$ cat src/design/prm7_pkg.sv
// Shared widths and reset constants for the degree-7 polynomial remainder block.
package prm7_pkg;

    localparam int unsigned BYTE_W = 8;
    localparam int unsigned REM_W  = 7;

    // Generator reset value 0xD0 without its implied x^7 term.
    localparam logic [REM_W-1:0] GEN_LOW_RESET = 7'h50;

    typedef logic [REM_W-1:0]  rem_t;
    typedef logic [BYTE_W-1:0] byte_t;

endpackage

$ cat src/design/prm7_divider.sv
// Eight unrolled shift-and-reduce steps that fold one message byte into the remainder.
module prm7_divider (
    input  prm7_pkg::rem_t  rem_in,
    input  prm7_pkg::byte_t data_in,
    input  prm7_pkg::rem_t  poly_low,
    output prm7_pkg::rem_t  rem_out
);

    always_comb begin
        prm7_pkg::rem_t rem_v;
        logic           carry;
        rem_v = rem_in;
        for (int i = prm7_pkg::BYTE_W - 1; i >= 0; i--) begin
            // The bit shifted out of x^6 is the x^7 coefficient; the leading
            // generator term always cancels it, leaving only the low terms.
            carry = rem_v[prm7_pkg::REM_W-1];
            rem_v = {rem_v[prm7_pkg::REM_W-2:0], data_in[i]};
            if (carry) begin
                rem_v = rem_v ^ poly_low;
            end
        end
        rem_out = rem_v;
    end

endmodule

$ cat src/design/poly_remainder_mod_g7.sv
// Top level: running remainder of a byte stream modulo a configurable degree-7 generator.
//
//   channel | direction | handshake            | payload
//   s_      | in        | s_valid / s_ready    | s_data_byte[7:0], s_last_byte
//   m_      | out       | m_valid / m_ready    | m_remainder[6:0]
//   cfg_    | in        | cfg_valid / cfg_ready| cfg_data[7:0] (generator)
//
// One item per clock unless a last item waits for a stalled result register. An
// accepted item sits in the input register, where the eight reduction steps run
// against the running remainder; a last item moves on into the result register
// once that is free, any other item only updates the remainder.
// Reset (synchronous, active low) clears the remainder, empties both registers
// and loads generator 0xD0. A stalled result register holds back only last items.
module poly_remainder_mod_g7 (
    input  logic                 aclk,
    input  logic                 aresetn,

    input  logic                 s_valid,
    output logic                 s_ready,
    input  logic [7:0]           s_data_byte,
    input  logic                 s_last_byte,

    output logic                 m_valid,
    input  logic                 m_ready,
    output logic [6:0]           m_remainder,

    input  logic                 cfg_valid,
    output logic                 cfg_ready,
    input  logic [7:0]           cfg_data
);

    prm7_pkg::rem_t  poly_low_reg;
    prm7_pkg::rem_t  running_rem_reg;
    prm7_pkg::rem_t  running_rem_next;
    prm7_pkg::rem_t  rem_calc;

    logic            in_valid_reg;
    prm7_pkg::byte_t in_data_reg;
    logic            in_last_reg;

    logic            out_valid_reg;
    prm7_pkg::rem_t  out_rem_reg;

    logic            out_free;
    logic            in_advance;

    assign cfg_ready = 1'b1;

    assign out_free   = !out_valid_reg || m_ready;
    // Only a last item needs room in the result register.
    assign in_advance = in_valid_reg && (!in_last_reg || out_free);
    assign s_ready    = !in_valid_reg || in_advance;

    assign m_valid     = out_valid_reg;
    assign m_remainder = out_rem_reg;

    prm7_divider u_divider (
        .rem_in   (running_rem_reg),
        .data_in  (in_data_reg),
        .poly_low (poly_low_reg),
        .rem_out  (rem_calc)
    );

    always_comb begin
        running_rem_next = running_rem_reg;
        if (in_advance) begin
            running_rem_next = in_last_reg ? '0 : rem_calc;
        end
    end

    always_ff @(posedge aclk) begin
        if (!aresetn) begin
            poly_low_reg    <= prm7_pkg::GEN_LOW_RESET;
            running_rem_reg <= '0;
            in_valid_reg    <= 1'b0;
            out_valid_reg   <= 1'b0;
        end else begin
            if (cfg_valid && cfg_ready) begin
                poly_low_reg <= cfg_data[prm7_pkg::REM_W-1:0];
            end
            running_rem_reg <= running_rem_next;
            if (s_ready) begin
                in_valid_reg <= s_valid;
            end
            if (out_free) begin
                out_valid_reg <= in_valid_reg && in_last_reg;
            end
        end
    end

    always_ff @(posedge aclk) begin
        if (s_valid && s_ready) begin
            in_data_reg <= s_data_byte;
            in_last_reg <= s_last_byte;
        end
        if (out_free && in_valid_reg && in_last_reg) begin
            out_rem_reg <= rem_calc;
        end
    end

`ifndef NO_ASSERTIONS
    a_ready_low_means_busy: assert property (
        @(posedge aclk) disable iff (!aresetn)
        !s_ready |-> (in_valid_reg && in_last_reg && out_valid_reg && !m_ready)
    ) else $error("input stalled without a blocked last item");

    a_last_clears_remainder: assert property (
        @(posedge aclk) disable iff (!aresetn)
        (in_advance && in_last_reg) |=> (running_rem_reg == '0)
    ) else $error("remainder not cleared after last item");

    a_result_from_last: assert property (
        @(posedge aclk) disable iff (!aresetn)
        $rose(out_valid_reg) |-> $past(in_valid_reg && in_last_reg)
    ) else $error("result raised without a last item");
`endif

endmodule
$ cat config.mk
export PLATFORM = sky130hd
export DESIGN_NAME = poly_remainder_mod_g7
export DESIGN_NICKNAME = d
export VERILOG_FILES = /design/src/design/prm7_pkg.sv /design/src/design/prm7_divider.sv /design/src/design/poly_remainder_mod_g7.sv
export SDC_FILE = /design/constraint.sdc
export NUM_CORES = 1
export LEC_CHECK = 0
export BUFFER_PORTS_ARGS = -buffer_cell sky130_fd_sc_hd__buf_2
export CAP_MARGIN = 25
export CELL_PAD_IN_SITES_DETAIL_PLACEMENT = 0
export CELL_PAD_IN_SITES_GLOBAL_PLACEMENT = 1
export CORE_ASPECT_RATIO = 2
export CORE_MARGIN = 2
export CORE_UTILIZATION = 40
export CTS_BUF_LIST = sky130_fd_sc_hd__clkbuf_16
export DETAILED_ROUTE_END_ITERATION = 16
export GPL_TIMING_DRIVEN = 1
export PLACE_DENSITY_LB_ADDON = 0.3
export SETUP_SLACK_MARGIN = 0.05
export SLEW_MARGIN = 15
export SYNTH_ARGS = -nofsm -noshare
export SYNTH_HDL_FRONTEND = slang
export SYNTH_HIERARCHICAL = 1
export SYNTH_SLANG_ARGS = --single-unit
$ cat constraint.sdc
create_clock -name aclk -period 4.4 [get_ports aclk]
set_input_delay 1.32 -clock aclk [delete_from_list [all_inputs] [get_ports aclk]]
set_output_delay 1.32 -clock aclk [all_outputs]
set_load 0.03 [all_outputs]
==> run summary <==
HPWL Detailed - 7.08 mm
r2r endpoint - running_rem_reg[1]
Worst Setup End Kind - flop
Sink Count - 32
initial drt markers - 206
Register-to-Register Path Depth - 15
vias in the first global route - 2908
Initial Utilization - 0.405
residual DRC count - 0
clk_lat worst skew - 270 ps
diode count - 0
DIE AREA - 8700 sq um
PwrDens - 1000 nW/um^2
total wire length - 9.04 mm
max-slew violations - 0
Post-Syn Area per Cell - 8.81 sq um
most common cell after layout, fill and taps aside - buf_4
die width - 67.0 um
critical path class - flop to flop
Synth area leader - edfxtp_1
leak pwr - 1.47 nW
CTS tree - built
Post-synth EDFFs - 16
WHS Path Cells - 2
actual slew at the worst max-slew pin - 929 ps
reg2reg start - running_rem_reg[6]
CTS H-Tree Depth - 2
Synth top area share - 0.152
routed len/inst - 18.0 um
Rows - 46
final cycle utilization of the critical path - 0.964
grt ovf - 0
fin nets - 428
Place WS - 84.7 ps
syn_nets - 382
R2R Setup Slk - 160 ps
GP Congestion - 0.879
Vias/cell - 5.86
crit path DAT - 4410 ps
Critical Path RT - 4570 ps
CP Buf/Inv Count - 3
Antenna Nets Post-Route - 0
TritonCTS buffer count - 5
Most common cell on crit path - buf_4
Slew HR - 0.378
CP max stage delay - 620 ps
setup violators final - 0
worst hold slack - 508 ps
dominant cells by area after synthesis - edfxtp_1, dfxtp_1, xnor2_1, o21ai_0, mux2i_1
Netlist cell types - 84
critical path launch point type - flop
Async S/R FF share, synth - 0
DIE HEIGHT - 130 um
worst-path maximum fanout - 11
flops & latches, synth - 32
type of the worst min-delay path - flop to flop
# IOs - 32
layout cells sized above 1 - 0.280
Post-Syn Instances - 360
register area share after synthesis - 0.253
largest net degree at the start of global routing - 21
MaxCap Viol Count - 0
CTS max path bufs - 2
top_reg_cell synth - edfxtp_1
Largest register FFs - 8
Vias - 2949
CP top delay family - compound AO/OA/AOI/OAI gates
Hold Vio Cnt, Final - 0
synthesis warning total - 6
status - finished, final reports clean
minimum clock period - 4240 ps
Worst-path clk slew - 50 ps
leading cell types in the layout, fill and taps excluded - buf_4, buf_2, xnor2_1, nand2_1, nor2_1
core area - 7830 sq um
Hold Path End - poly_low_reg[1]
cells along the critical path - buf_4, and4bb_1, a211oi_4, xor2_2, buf_4, a311oi_2, xnor2_2, and3_4, o311a_1, o211ai_2, buf_4, nor2_1, nor4_2, xnor2_1, a22o_1
Layout area overhead - 18.0%
Root Driver - clkbuf_16
Critical-path top delay cell - dfxtp_1
cts hold-fix bufs - 0
First-pass DRT Iterations - 4
placed insts - 494
antenna violations before repair - 0
Fillers - 790
Overall Global Routing Usage - 0.219
first-pass GRT wire length - 14.7 mm
Post-Syn Area - 3170 sq um
fmax - 0.236 GHz
peak supply drop - 0.694 mV
non-filler instance count after layout - 503
worst setup margin - 158 ps
worst hold path startpoint - poly_low_reg[1]
Worst Skew - 4.53 ps
I/O Buffers - 29
layout make-up:
type	instances	area [sq um]	area share
inverter	11	41.3	0.0110
multi-input combinational	285	2160	0.578
clock inverter	3	23.8	0.00636
timing repair buffer	71	464	0.124
sequential	32	802	0.214
tap	96	120	0.0321
clock buffer	5	125	0.0335
worst min-delay path, cell delays in order (launching register included):
cell     delay, ps
dfxtp_1        330
mux2i_1         70
nor2_1          80
timing repair:
item | 4_1_cts | 5_1_grt
setup endpoints to repair | 0 | 14
setup buffers | 0 | 1
gates resized for setup | 0 | 4
cells in the mapped netlist, types with 3 or more instances:
| library cell | count |
|---|---|
| mux2i_1 | 12 |
| a211o_1 | 4 |
| xnor2_1 | 28 |
| o2bb2ai_1 | 3 |
| xnor3_1 | 4 |
| a21oi_1 | 20 |
| nand3_1 | 6 |
| nor2_1 | 26 |
| edfxtp_1 | 16 |
| or2_1 | 4 |
| nor2b_1 | 4 |
| o32ai_1 | 3 |
| buf_4 | 5 |
| a31oi_1 | 7 |
| buf_6 | 3 |
| o211a_1 | 3 |
| nor3_1 | 3 |
| a211oi_1 | 8 |
| nand3b_1 | 4 |
| or3_1 | 4 |
| nand2_1 | 26 |
| inv_1 | 9 |
| o211ai_1 | 3 |
| and3b_1 | 3 |
| o21ai_0 | 25 |
| buf_2 | 11 |
| a211oi_2 | 4 |
| a22o_1 | 8 |
| xor2_1 | 7 |
| dfxtp_1 | 16 |
| nand2b_1 | 4 |
| clkbuf_1 | 12 |
| a32oi_1 | 4 |
routing by layer:
metal | routed length [um] | vias up | track usage | part of all wire
li1 | - | 1434 | - | -
met1 | 3780 | 1424 | 0.269 | 0.42
met2 | 4720 | 74 | 0.389 | 0.52
met3 | 271 | 17 | 0.0328 | 0.030
met4 | 265 | 0 | 0.0636 | 0.029
met5 | 0 | - | 0 | 0
power by group:
group / leakage (nW) / switching, mW / internal [mW]
clock: 0.0660 / 0.123 / 0.210
sequential: 0.283 / 0.0727 / 0.413
combinational: 1.12 / 1.63 / 1.29
total: 1.47 / 1.82 / 1.92
kinds of logic after synthesis:
| family | share of synthesized area |
|---|---|
| AO/OA/AOI/OAI | 0.303 |
| XOR/XNOR | 0.139 |
| AND/OR/NAND/NOR | 0.191 |
| buffers and inverters | 0.0683 |
| multiplexers | 0.0450 |
| flip-flops | 0.253 |
| other | 0.00118 |
through the flow:
| step | TNS, ps | power [mW] | instance area (sq um) | utilization |
|---|---|---|---|---|
| 3_3_place_gp | 0 | 3.28 | 3570 | 0.456 |
| 2_1_floorplan | 0 | 2.56 | 3170 | - |
| 5_1_grt | -2.88 | 3.98 | 3740 | 0.478 |
| 6_report | 0 | 3.74 | 3740 | 0.478 |
| 3_5_place_dp | 0 | 3.32 | 3570 | 0.456 |
| 4_1_cts | 0 | 3.68 | 3720 | 0.475 |
how the worst max path moves through the flow:
stage	end	cells past startpoint	start
2_1_floorplan	running_rem_reg[4]	15	poly_low_reg[6]
3_3_place_gp	running_rem_reg[6]	15	poly_low_reg[6]
6_report	running_rem_reg[1]	15	running_rem_reg[6]
3_5_place_dp	running_rem_reg[1]	16	poly_low_reg[6]
5_1_grt	running_rem_reg[5]	15	running_rem_reg[6]
4_1_cts	running_rem_reg[6]	15	poly_low_reg[6]
Power figures use the tool's default switching activity.
